==> src/hdl/sct_pkg.sv <==
// Shared types, constants and helpers of the sorted coordinate table.
// Depends on nothing; used by every module of the block.
`timescale 1ns / 1ps

package sct_pkg;

  // Table geometry
  localparam int CAPACITY    = 16;
  localparam int CNT_W       = $clog2(CAPACITY + 1);
  localparam int COORD_W     = 8;
  localparam int TAG_W       = 8;
  localparam int STATUS_W    = 3;
  localparam int COUNT_OUT_W = 5;

  // Command codes
  localparam logic CMD_INSERT = 1'b0;
  localparam logic CMD_REMOVE = 1'b1;

  typedef enum logic [STATUS_W-1:0] {
    ST_INSERTED  = 3'd0,
    ST_DUPLICATE = 3'd1,
    ST_FULL      = 3'd2,
    ST_REMOVED   = 3'd3,
    ST_NOT_FOUND = 3'd4
  } status_t;

  typedef enum logic [1:0] {
    S_IDLE,
    S_EXEC,
    S_RESP
  } state_t;

  typedef struct packed {
    logic [COORD_W-1:0] x;
    logic [COORD_W-1:0] y;
    logic [TAG_W-1:0]   tag;
  } entry_t;

  // Commands from the controller to the datapath
  typedef struct packed {
    logic capture;
    logic execute;
  } dp_ctl_t;

  // True when a sorts strictly before b on (x, y)
  function automatic logic key_less(input entry_t a, input entry_t b);
    return (a.x < b.x) || ((a.x == b.x) && (a.y < b.y));
  endfunction

endpackage

==> src/hdl/sorted_coordinate_table.sv <==
// Sorted coordinate table: holds up to CAPACITY entries of (x, y, tag),
// kept in ascending order by x and then y, with no two entries on one (x, y).
//
// Input channel (in_valid / in_stall): one command word per item, command 0
// inserts (coord_x, coord_y, tag), command 1 removes the first entry whose
// x, y and tag all match. Output channel (out_valid / out_stall): one word
// per command, the status code and the entry count after the command.
// Insert into a full table reports full; a taken position reports duplicate.
//
// Timing: a word is accepted in the idle state, executed in the next state by the
// cell row (all cells compare and shift at once), and then shown on the output
// in the response state. The three-state controller handles one command at
// a time, so no new word is accepted until the result word is taken.
// in_stall stays high from accept until the result word is taken; while the
// receiver stalls, the result word holds steady.
// Reset empties the table at once (count to zero); no clearing pass runs.
// Depends on sct_pkg, sct_ctrl and sct_datapath.
`timescale 1ns / 1ps

module sorted_coordinate_table (
  input  logic                            clk,
  input  logic                            rst,
  input  logic                            in_valid,
  output logic                            in_stall,
  input  logic                            command,
  input  logic [sct_pkg::COORD_W-1:0]     coord_x,
  input  logic [sct_pkg::COORD_W-1:0]     coord_y,
  input  logic [sct_pkg::TAG_W-1:0]       tag,
  output logic                            out_valid,
  input  logic                            out_stall,
  output logic [sct_pkg::STATUS_W-1:0]    status,
  output logic [sct_pkg::COUNT_OUT_W-1:0] entry_count
);

  sct_pkg::dp_ctl_t ctl;

  // Sequencing
  sct_ctrl u_ctrl (
    .clk       (clk),
    .rst       (rst),
    .in_valid  (in_valid),
    .in_stall  (in_stall),
    .out_valid (out_valid),
    .out_stall (out_stall),
    .ctl       (ctl)
  );

  // Entry cells and result registers
  sct_datapath u_datapath (
    .clk         (clk),
    .rst         (rst),
    .ctl         (ctl),
    .command     (command),
    .coord_x     (coord_x),
    .coord_y     (coord_y),
    .tag         (tag),
    .status      (status),
    .entry_count (entry_count)
  );

endmodule

==> src/hdl/sct_ctrl.sv <==
// Controller of the sorted coordinate table: accept, execute, respond.
// Depends on sct_pkg; drives the datapath through sct_pkg::dp_ctl_t.
`timescale 1ns / 1ps

module sct_ctrl (
  input  logic             clk,
  input  logic             rst,
  input  logic             in_valid,
  output logic             in_stall,
  output logic             out_valid,
  input  logic             out_stall,
  output sct_pkg::dp_ctl_t ctl
);

  sct_pkg::state_t state;
  sct_pkg::state_t state_next;

  // State register
  always_ff @(posedge clk) begin
    if (rst) begin
      state <= sct_pkg::S_IDLE;
    end else begin
      state <= state_next;
    end
  end

  // Advance on input accept, pass through the execute state, hold until the word is taken
  always_comb begin
    state_next = state;
    case (state)
      sct_pkg::S_IDLE: begin
        if (in_valid) state_next = sct_pkg::S_EXEC;
      end
      sct_pkg::S_EXEC: begin
        state_next = sct_pkg::S_RESP;
      end
      sct_pkg::S_RESP: begin
        if (!out_stall) state_next = sct_pkg::S_IDLE;
      end
      default: begin
        state_next = sct_pkg::S_IDLE;
      end
    endcase
  end

  // Drive handshakes and datapath commands
  always_comb begin
    in_stall        = 1'b1;
    out_valid       = 1'b0;
    ctl.capture     = 1'b0;
    ctl.execute     = 1'b0;
    case (state)
      sct_pkg::S_IDLE: begin
        in_stall    = 1'b0;
        ctl.capture = in_valid;
      end
      sct_pkg::S_EXEC: begin
        ctl.execute = 1'b1;
      end
      sct_pkg::S_RESP: begin
        out_valid   = 1'b1;
      end
      default: begin
        in_stall    = 1'b1;
      end
    endcase
  end

endmodule

==> src/hdl/sct_datapath.sv <==
// Datapath of the sorted coordinate table: a row of entry cells that all
// compare against the command key and shift at once. Depends on sct_pkg.
`timescale 1ns / 1ps

module sct_datapath (
  input  logic                            clk,
  input  logic                            rst,
  input  sct_pkg::dp_ctl_t                ctl,
  input  logic                            command,
  input  logic [sct_pkg::COORD_W-1:0]     coord_x,
  input  logic [sct_pkg::COORD_W-1:0]     coord_y,
  input  logic [sct_pkg::TAG_W-1:0]       tag,
  output logic [sct_pkg::STATUS_W-1:0]    status,
  output logic [sct_pkg::COUNT_OUT_W-1:0] entry_count
);

  localparam logic [sct_pkg::CAPACITY-1:0] ALL_ONES = '1;

  logic                        cmd_q;
  sct_pkg::entry_t             key_q;
  sct_pkg::entry_t             cells      [sct_pkg::CAPACITY];
  sct_pkg::entry_t             cells_next [sct_pkg::CAPACITY];
  logic [sct_pkg::CNT_W-1:0]   count;
  logic [sct_pkg::CNT_W-1:0]   count_next;
  sct_pkg::status_t            status_q;
  sct_pkg::status_t            status_next;

  logic [sct_pkg::CAPACITY-1:0] valid;
  logic [sct_pkg::CAPACITY-1:0] lt;
  logic [sct_pkg::CAPACITY-1:0] dup;
  logic [sct_pkg::CAPACITY-1:0] hit;
  logic [sct_pkg::CAPACITY-1:0] hit_pre;
  logic                         full;

  // Latch the command word on accept
  always_ff @(posedge clk) begin
    if (ctl.capture) begin
      cmd_q <= command;
      key_q <= '{x: coord_x, y: coord_y, tag: tag};
    end
  end

  // Per-cell compares against the key
  always_comb begin
    for (int i = 0; i < sct_pkg::CAPACITY; i++) begin
      valid[i]   = (sct_pkg::CNT_W'(i) < count);
      lt[i]      = valid[i] && sct_pkg::key_less(cells[i], key_q);
      dup[i]     = valid[i] && (cells[i].x == key_q.x) && (cells[i].y == key_q.y);
      hit[i]     = dup[i] && (cells[i].tag == key_q.tag);
      // Cell i sits at or after the removed entry
      hit_pre[i] = |(hit & (ALL_ONES >> (sct_pkg::CAPACITY - 1 - i)));
    end
  end

  assign full = (count >= sct_pkg::CNT_W'(sct_pkg::CAPACITY));

  // Insert shifts up past the sorted position, remove shifts down over the hit
  always_comb begin
    cells_next  = cells;
    count_next  = count;
    status_next = status_q;
    if (ctl.execute) begin
      if (cmd_q == sct_pkg::CMD_INSERT) begin
        if (full) begin
          status_next = sct_pkg::ST_FULL;
        end else if (|dup) begin
          status_next = sct_pkg::ST_DUPLICATE;
        end else begin
          if (!lt[0]) cells_next[0] = key_q;
          for (int i = 1; i < sct_pkg::CAPACITY; i++) begin
            if (!lt[i]) begin
              cells_next[i] = lt[i-1] ? key_q : cells[i-1];
            end
          end
          count_next  = count + sct_pkg::CNT_W'(1);
          status_next = sct_pkg::ST_INSERTED;
        end
      end else begin
        if (|hit) begin
          for (int i = 0; i < sct_pkg::CAPACITY - 1; i++) begin
            if (hit_pre[i]) cells_next[i] = cells[i+1];
          end
          count_next  = count - sct_pkg::CNT_W'(1);
          status_next = sct_pkg::ST_REMOVED;
        end else begin
          status_next = sct_pkg::ST_NOT_FOUND;
        end
      end
    end
  end

  // Entry cells carry no reset; only cells below the count are ever read
  always_ff @(posedge clk) begin
    for (int i = 0; i < sct_pkg::CAPACITY; i++) begin
      cells[i] <= cells_next[i];
    end
    status_q <= status_next;
  end

  // Entry count
  always_ff @(posedge clk) begin
    if (rst) begin
      count <= '0;
    end else begin
      count <= count_next;
    end
  end

  assign status      = status_q;
  assign entry_count = sct_pkg::COUNT_OUT_W'(count);

endmodule

==> config.mk <==
export PLATFORM = sky130hd
export DESIGN_NAME = sorted_coordinate_table
export DESIGN_NICKNAME = d
export VERILOG_FILES = /design/src/hdl/sct_pkg.sv /design/src/hdl/sorted_coordinate_table.sv /design/src/hdl/sct_ctrl.sv /design/src/hdl/sct_datapath.sv
export SDC_FILE = /design/constraint.sdc
export NUM_CORES = 1
export LEC_CHECK = 0
export ABC_AREA = 0
export BUFFER_PORTS_ARGS = -buffer_cell sky130_fd_sc_hd__buf_2
export CORE_ASPECT_RATIO = 0.7
export CORE_UTILIZATION = 65
export CTS_BUF_LIST = sky130_fd_sc_hd__clkbuf_8
export CTS_CLUSTER_DIAMETER = 100
export DETAILED_ROUTE_END_ITERATION = 10
export PLACE_DENSITY = 0.86
export SLEW_MARGIN = 25
export SYNTH_ARGS = -nofsm -noshare
export SYNTH_HDL_FRONTEND = slang
export SYNTH_SLANG_ARGS = --single-unit
==> constraint.sdc <==
create_clock -name clk -period 6.26 [get_ports clk]
set_input_delay 1.252 -clock clk [delete_from_list [all_inputs] [get_ports clk]]
set_output_delay 1.252 -clock clk [all_outputs]
set_load 0.02 [all_outputs]
==> reports/qor.txt, run 1 <==
WP data required - 6.60 ns
Number of I/O port buffers - 38
Number of logic stages on the critical path including buffering - 11
Crit path top cell by count - sky130_fd_sc_hd__nand4_1
Relative max-transition margin - 29.2%
Number of nets with antenna violations after routing - 0
Layout cells sized above 1 - 9.73%
Number of DRC markers after the initial detailed-route iteration - 2,902
Cells traversed along the worst timing path - inv_1 -> ha_1 -> nand4_1 -> a211oi_1 -> nand4_1 -> nand3_1 -> or3_1 -> nor3_2 -> or2_1 -> a211oi_4 -> buf_12
Netlist area before placement - 0.0279 mm²
Number of buffers inserted for hold repair after clock tree synthesis - 0
Cell at the root of the clock tree - sky130_fd_sc_hd__clkbuf_8
Antenna violations before repair - 1
Worst slack on hold paths - 0.576 ns
Run status - complete, no violations
Clock insertion delay at the later pin of the skew report - 0.66 ns
Share of async-settable or async-resettable flops after synthesis - 0%
Buf/Inv on CP - 2
Hold-critical path depth - 2
Worst vdd rail ir drop - 0.211 mV
Highest fanout seen on the critical path - 18
CTS Sinks - 419
Number of synthesized flops with an enable pin - 412
Total power density per cell area - 224 mW/mm²
Top flip-flop cell by instance count after synthesis - sky130_fd_sc_hd__edfxtp_1
Total number of placement rows - 63
Antenna fix cells - 0
Layout Skew - 0.0304 ns
Synthesized net count - 2,950
Maximum number of pins on one net before global-route repair - 195
Nature of the critical path startpoint - flip-flop
Worst setup path class - reg2reg
Final total negative setup slack - 0 ns
Area growth syn-to-layout - 8.11%
Number of optimization iterations in the first detailed-route pass - 6
Max Cap Viol - 0
Final net count - 2,949
Detailed-route wire length - 80,100 µm
Tightest Pin Transition - 1.06 ns
Clock input transition at the sequential cells of the worst setup and hold paths - 0.06 ns
Number of distinct library cells after synthesis - 72
PostCTS Resize Cnt - 0
Count of final max-slew check failures - 0
Sequential fraction of the synthesis area - 44.8%
Worst path arrival time - 5.71 ns
Full die area - 0.0438 mm²
Worst reg2reg path depth - 11
Largest delay share family, worst path - simple AND/OR/NAND/NOR gates
Total clock buffers created by CTS - 69
Setup repair after global routing missed its margin - no
Class of the most critical hold timing path - reg2reg
GRT Util Overall - 36.7%
Placeable core area - 0.0423 mm²
Global-route wire length before repair - 126,000 µm
Longest individual stage delay on the worst path - 0.79 ns
Chip height - 175 µm
Filler cells - 2,936
Count of unresolved DRC violations after routing - 0
Final Power - 6.78 mW
Mapped Cells - 2,662
Longest Clk Path Bufs - 3
Worst Setup Slack post-DPL - 1.05 ns
Final worst path period need - 5.37 ns
Die Span X - 250 µm
Global route total overflow - 0
IO Pins - 39
Number of warnings reported in the yosys synthesis log - 0
Final period util - 85.8%
Post-CTS setup-driven buffer insertion count - 0
Number of synthesized register bits - 419
Total number of H-tree levels - 3
Vias in the first global route - 22,200
Average vias per placed instance - 6.89
Highest-delay cell along the critical path - sky130_fd_sc_hd__a211oi_1
Maximum clock frequency - 0.186 GHz
Kind of capture point of the worst setup path - flip-flop
Mean cell area of the mapped netlist - 10.5 µm²
Leakage power - 12.2 nW
Crit path setup slack, layout - 0.892 ns
CTS tree - done
GPL Wtd Cong - 0.948
Number of vias after detailed routing - 22,500
Number of endpoints with negative hold slack in the final report - 0
Starting density of the core - 66.0%
Drt wl/cell - 24.5 µm
Total setup violations reported at the end of the flow - 0
Sum of net half-perimeters after detailed placement - 56,400 µm
[cells in the mapped netlist, drive strengths merged (22+ instances only)]
library cell | count | area (µm²)
clkbuf | 134 | 503
nor4 | 29 | 196
edfxtp | 412 | 12400
xnor2 | 48 | 420
ha | 259 | 3240
nor2b | 45 | 282
nor2 | 44 | 170
o21ai | 368 | 1850
buf | 47 | 272
mux2 | 25 | 282
nand2 | 373 | 1400
mux2i | 322 | 3220
nor3 | 22 | 126
xor2 | 81 | 709
o22ai | 30 | 188
a21oi | 86 | 430
inv | 77 | 289
nand4 | 76 | 475
o31ai | 23 | 183
[path summary, 6_finish.rpt]
path	slack, ns	startpoint	to
min	0.58	u_datapath.cells[9]	u_datapath.cells[33]
max reg2reg	0.89	u_datapath.key_q[20]	u_datapath.cells[374]
max	0.89	u_datapath.key_q[20]	u_datapath.cells[374]
min reg2reg	0.58	u_datapath.cells[9]	u_datapath.cells[33]
[cell families (layout without fill, tap and decap cells)]
family	Yosys count	count (layout)	share of synthesized area, %
AO/OA/AOI/OAI	607	607	12.5
XOR/XNOR	129	129	4.04
flip-flops	419	419	44.8
multiplexers	347	347	12.5
buffers and inverters	258	309	3.81
adder cells (fa/ha/maj)	259	259	11.6
AND/OR/NAND/NOR	643	643	10.7
[stage by stage]
stage | instances | instance area, µm² | util, %
final | 3265 | 30200 | 71.3
after global routing | 3265 | 30200 | 71.3
after CTS | 3265 | 30200 | 71.3
after detailed placement | 3142 | 28800 | 68.1
after global placement | 3140 | 28800 | 68.0
after floorplan | 2662 | 27900 | -
[flip-flops by register name (all words and copies together), names as in the netlist]
signal	cells
u_datapath.entry_count	5
u_datapath.cmd_q	1
u_datapath.cells	384
u_datapath.status	3
u_ctrl.state	2
u_datapath.key_q	24
[where the power goes]
part | leakage, nW | internal [mW] | switching (mW) | total (mW)
registers | 3.82 | 3.19 | 0.0889 | 3.27
logic | 7.58 | 0.363 | 0.641 | 1.00
clock network | 0.755 | 1.27 | 1.23 | 2.50
total | 12.2 | 4.82 | 1.96 | 6.78
[final cells by class]
class | count | area [µm²] | area share [%]
Clock inverter | 49 | 337 | 1.11
Tap cell | 552 | 691 | 2.29
Inverter | 77 | 289 | 0.957
Timing Repair Buffer | 109 | 801 | 2.65
Clock buffer | 74 | 1020 | 3.37
Sequential cell | 419 | 12500 | 41.4
Multi-Input combinational cell | 1985 | 14600 | 48.2
[cell usage in the layout (no fill, tap or decap), types with 8 or more instances in the layout]
cell / synthesis / routed
sky130_fd_sc_hd__xor2_1: 81 / 81
sky130_fd_sc_hd__clkinv_1: 0 / 15
sky130_fd_sc_hd__a21oi_1: 86 / 86
sky130_fd_sc_hd__xnor2_1: 48 / 48
sky130_fd_sc_hd__o21a_1: 18 / 18
sky130_fd_sc_hd__mux2_2: 24 / 24
sky130_fd_sc_hd__buf_4: 10 / 66
sky130_fd_sc_hd__a21o_1: 8 / 8
sky130_fd_sc_hd__o211ai_1: 8 / 8
sky130_fd_sc_hd__mux2i_1: 322 / 322
sky130_fd_sc_hd__inv_1: 75 / 88
sky130_fd_sc_hd__nand3_1: 13 / 13
sky130_fd_sc_hd__clkbuf_8: 0 / 74
sky130_fd_sc_hd__nor2_1: 42 / 38
sky130_fd_sc_hd__nor4_1: 28 / 27
sky130_fd_sc_hd__nor2b_1: 45 / 45
sky130_fd_sc_hd__nor3_1: 20 / 18
sky130_fd_sc_hd__o21ai_0: 365 / 365
sky130_fd_sc_hd__buf_2: 34 / 38
sky130_fd_sc_hd__nand2_1: 373 / 372
sky130_fd_sc_hd__o31ai_1: 21 / 21
sky130_fd_sc_hd__edfxtp_1: 412 / 412
sky130_fd_sc_hd__nand2b_1: 15 / 15
sky130_fd_sc_hd__clkinv_2: 0 / 12
sky130_fd_sc_hd__o22ai_1: 30 / 30
sky130_fd_sc_hd__nand4_1: 76 / 76
sky130_fd_sc_hd__ha_1: 259 / 259
sky130_fd_sc_hd__a211oi_1: 12 / 9
[layer usage]
metal  wire [µm]  vias up  track usage, %
met5           0        -               0
met1       34000    10900            54.6
met2       34100     1468            53.6
li1            -     9888               -
met4        1960        0            11.2
met3        9990      191            7.85
[worst reg2reg max path, stage by stage (launching register included)]
cell and delay, ns:
sky130_fd_sc_hd__edfxtp_1 0.74, sky130_fd_sc_hd__inv_1 0.62, sky130_fd_sc_hd__ha_1 0.52, sky130_fd_sc_hd__nand4_1 0.11, sky130_fd_sc_hd__a211oi_1 0.79, sky130_fd_sc_hd__nand4_1 0.18, sky130_fd_sc_hd__nand3_1 0.21, sky130_fd_sc_hd__or3_1 0.29
sky130_fd_sc_hd__nor3_2 0.16, sky130_fd_sc_hd__or2_1 0.55, sky130_fd_sc_hd__a211oi_4 0.63, sky130_fd_sc_hd__buf_12 0.25
(Power assumes the default switching activity.)
==> run 2, diff against run 1 <==
--- a/config.mk
+++ b/config.mk
@@ -10,9 +10,10 @@
 export CORE_ASPECT_RATIO = 0.7
 export CORE_UTILIZATION = 65
 export CTS_BUF_LIST = sky130_fd_sc_hd__clkbuf_8
-export CTS_CLUSTER_DIAMETER = 100
+export CTS_CLUSTER_DIAMETER = 30
 export DETAILED_ROUTE_END_ITERATION = 10
 export PLACE_DENSITY = 0.86
+export RECOVER_POWER = 25
 export SLEW_MARGIN = 25
 export SYNTH_ARGS = -nofsm -noshare
 export SYNTH_HDL_FRONTEND = slang
==> run 2 against run 1 <==
The flow now finishes with violations (capacitance limit, slew limit). Worst hold slack got worse by 0.021 ns. Critical path depth did not move. Final cell count rose by 0.67%. Count of clock-buffer cells in the layout rose by 11. Utilization rose by 0.63 points. Via count rose by 0.43%. Global-route usage rose by 0.22 points. Total power rose by 6.8%. Maximum frequency fell by 3.2%. Die area did not move. Sequential share of layout area fell by 0.36 points.
==> reports/qor.txt, run 2 (synthesis results as in run 1) <==
Placed Cells incl. Taps - 3,142 (unchanged)
P_sw - 2.04 mW (+4.0%)
Starting density of the core - 66.0% (unchanged)
CTS tree - done
Number of vias after detailed routing - 22,600 (+0.43%)
Worst path arrival time - 5.90 ns (+0.19 ns)
Number of optimization iterations in the first detailed-route pass - 6 (unchanged)
GRT Util Overall - 36.9% (+0.22 points)
WP data required - 6.61 ns (about the same)
Most frequent cells in the layout - sky130_fd_sc_hd__edfxtp_1, sky130_fd_sc_hd__nand2_1, sky130_fd_sc_hd__o21ai_0, sky130_fd_sc_hd__mux2i_1, sky130_fd_sc_hd__ha_1
Combinational cell fraction of total power - 13.8% (-1.0 points)
GPL Wtd Cong - 0.948 (unchanged)
Chip height - 175 µm (unchanged)
Clk network pwr share - 40.9% (+4.0 points)
Reg-to-reg setup timing slack - 0.71 ns (-0.18 ns)
Tightest Pin Transition - 1.80 ns (+0.741 ns)
Kind of capture point of the worst setup path - flip-flop
Endpoint of the worst-slack reg-to-reg timing path - u_datapath.cells[327]
Number of buffers inserted for hold repair after clock tree synthesis - 0 (unchanged)
CTS Sinks - 419 (unchanged)
Number of endpoints with negative hold slack in the final report - 0 (unchanged)
Drt wl/cell - 24.6 µm (about the same)
Max Cap Viol - 5 (+5)
Total setup violations reported at the end of the flow - 0 (unchanged)
Layout cells sized above 1 - 9.73% (about the same)
Clock insertion delay at the later pin of the skew report - 0.66 ns (about the same)
Worst reg2reg path depth - 11 (unchanged)
Antenna violations before repair - 2 (+1)
Final total negative setup slack - 0 ns (unchanged)
Area used by multi-input combinational logic - 0.0145 mm² (-0.24%)
Number of nets with antenna violations after routing - 0 (unchanged)
PostCTS Resize Cnt - 0 (unchanged)
Count of final max-slew check failures - 112 (+112)
Filler cells - 2,871 (-2.2%)
Cell at the root of the clock tree - sky130_fd_sc_hd__clkbuf_8
Maximum number of pins on one net before global-route repair - 195 (unchanged)
Maximum clock frequency - 0.180 GHz (-3.2%)
Layout Skew - 0.0313 ns (+0.000919 ns)
Sequential power share - 45.3% (-3.0 points)
Clock input transition at the sequential cells of the worst setup and hold paths - 0.06 ns (about the same)
Number of DRC markers after the initial detailed-route iteration - 2,855 (-1.6%)
Full die area - 0.0438 mm² (unchanged)
Setup repair after global routing missed its margin - no
Largest register FFs - 384 (unchanged)
FF-to-FF Start - u_datapath.key_q[20]
Total power density per cell area - 238 mW/mm² (+5.8%)
IO Pins - 39 (unchanged)
Class of the most critical hold timing path - reg2reg
Total number of H-tree levels - 3 (unchanged)
Final worst path period need - 5.55 ns (+0.179 ns)
Crit path setup slack, layout - 0.712 ns (-0.179 ns)
Global route total overflow - 0 (unchanged)
Vias in the first global route - 22,300 (+0.20%)
Count of unresolved DRC violations after routing - 0 (unchanged)
Violated checks - capacitance limit, slew limit
Final std cells w/o fill - 3,287 (+0.67%)
Sum of net half-perimeters after detailed placement - 56,400 µm (unchanged)
Total number of placement rows - 63 (unchanged)
Share of total power consumed by net switching - 28.1% (-0.74 points)
Worst Setup Slack post-DPL - 1.05 ns (unchanged)
Global-route wire length before repair - 126,000 µm (+0.64%)
Nature of the critical path startpoint - flip-flop
Final design utilization - 72.0% (+0.63 points)
Internal portion of total power - 5.20 mW (+7.9%)
Most common cell after layout, fill and taps aside - sky130_fd_sc_hd__edfxtp_1
Area growth syn-to-layout - 9.07%
Worst vdd rail ir drop - 0.174 mV (-18%)
Placeable core area - 0.0423 mm² (unchanged)
Total clock buffers created by CTS - 81 (+17%)
Number of I/O port buffers - 38 (unchanged)
Leakage power - 12.2 nW (+0.62%)
Average vias per placed instance - 6.87 (-0.24%)
Final net count - 2,961 (+0.41%)
Worst setup path class - reg2reg
Critical Path Source - u_datapath.key_q[20]
Top reg by flops - u_datapath.cells
Longest Clk Path Bufs - 3 (unchanged)
Final period util - 88.6% (+2.9 points)
Run status - finished with violations
Detailed-route wire length - 80,700 µm (+0.74%)
Area of all sequential standard cells - 0.0125 mm² (unchanged)
Relative max-transition margin - -20.1% (-49 points)
Die Span X - 250 µm (unchanged)
Highest fanout seen on the critical path - 23 (+5)
Post-CTS setup-driven buffer insertion count - 0 (unchanged)
Last element of the critical path - u_datapath.cells[327]
==> run 2: changes by cell type in the layout (fill, tap and decap cells not counted), moves of 2 or more <==
cell,before,now
sky130_fd_sc_hd__clkinvlp_4,0,6
sky130_fd_sc_hd__buf_2,38,26
sky130_fd_sc_hd__clkbuf_1,0,19
sky130_fd_sc_hd__clkinv_4,0,5
sky130_fd_sc_hd__clkinv_1,15,9
sky130_fd_sc_hd__inv_1,88,90
sky130_fd_sc_hd__buf_4,66,60
sky130_fd_sc_hd__bufinv_16,4,9
sky130_fd_sc_hd__clkbuf_8,74,85
==> run 2: how the worst min path moves through the flow <==
stage | from | to | slack, ns | depth (start not counted)
3_3_place_gp | u_datapath.cells[23] | u_datapath.cells[47] | 0.54 | 2
6_report | u_ctrl.state[0] | u_ctrl.state[0] | 0.55 | 2
3_5_place_dp | u_datapath.cells[13] | u_datapath.cells[37] | 0.56 | 2
5_1_grt | u_ctrl.state[0] | u_ctrl.state[0] | 0.59 | 2
2_1_floorplan | u_datapath.cells[9] | u_datapath.cells[33] | 0.53 | 2
4_1_cts | u_datapath.cells[9] | u_datapath.cells[33] | 0.58 | 2
==> run 2: power groups by stage <==
| stage | Clock, mW | Combinational (mW) | Sequential (mW) |
|---|---|---|---|
| after floorplan | 0 | 0.697 | 3.29 |
| after global placement | 0 | 0.921 | 3.33 |
| after detailed placement | 0 | 0.970 | 3.33 |
| after CTS | 2.96 | 0.984 | 3.27 |
| after global routing | 3.08 | 1.09 | 3.28 |
| final | 2.96 | 1.00 | 3.28 |
==> run 2: layout make-up <==
class	instances	share of cell area, %
clock inverter	59	1.79
tap	552	2.27
antenna	1	0.00821
timing repair buffer	109	2.43
clock buffer	85	3.84
multi-input combinational	1985	47.6
sequential	419	41.1
inverter	77	0.949
==> run 2: critical path, cell delays in order (launching register included) <==
cell and delay, ns:
sky130_fd_sc_hd__edfxtp_1 0.73, sky130_fd_sc_hd__inv_1 0.60, sky130_fd_sc_hd__ha_1 0.50, sky130_fd_sc_hd__and3_1 0.20, sky130_fd_sc_hd__o2111ai_1 0.27, sky130_fd_sc_hd__or3_1 0.22, sky130_fd_sc_hd__nor3_1 0.07, sky130_fd_sc_hd__or4_1 0.52
sky130_fd_sc_hd__nor3_1 0.87, sky130_fd_sc_hd__or2_1 0.77, sky130_fd_sc_hd__nor3_2 0.14, sky130_fd_sc_hd__buf_4 0.31
==> run 2: per-layer routing <==
layer  share of wire (%)  track usage, %  vias up
li1                    -               -     9935
met1                  42            53.8    11000
met2                  43            54.1     1484
met5               0.021               0        -
met4                 2.4            11.5        2
met3                  13            9.20      172
==> run 2: per-stage QoR <==
step                power [mW]  instance area, µm²  hold slack (ns)
floorplan                 3.99               27900            0.532
global placement          4.25               28800            0.536
detailed placement        4.30               28800            0.557
CTS                       7.22               30600            0.577
global route              7.45               30500            0.590
finish                    7.24               30500            0.555
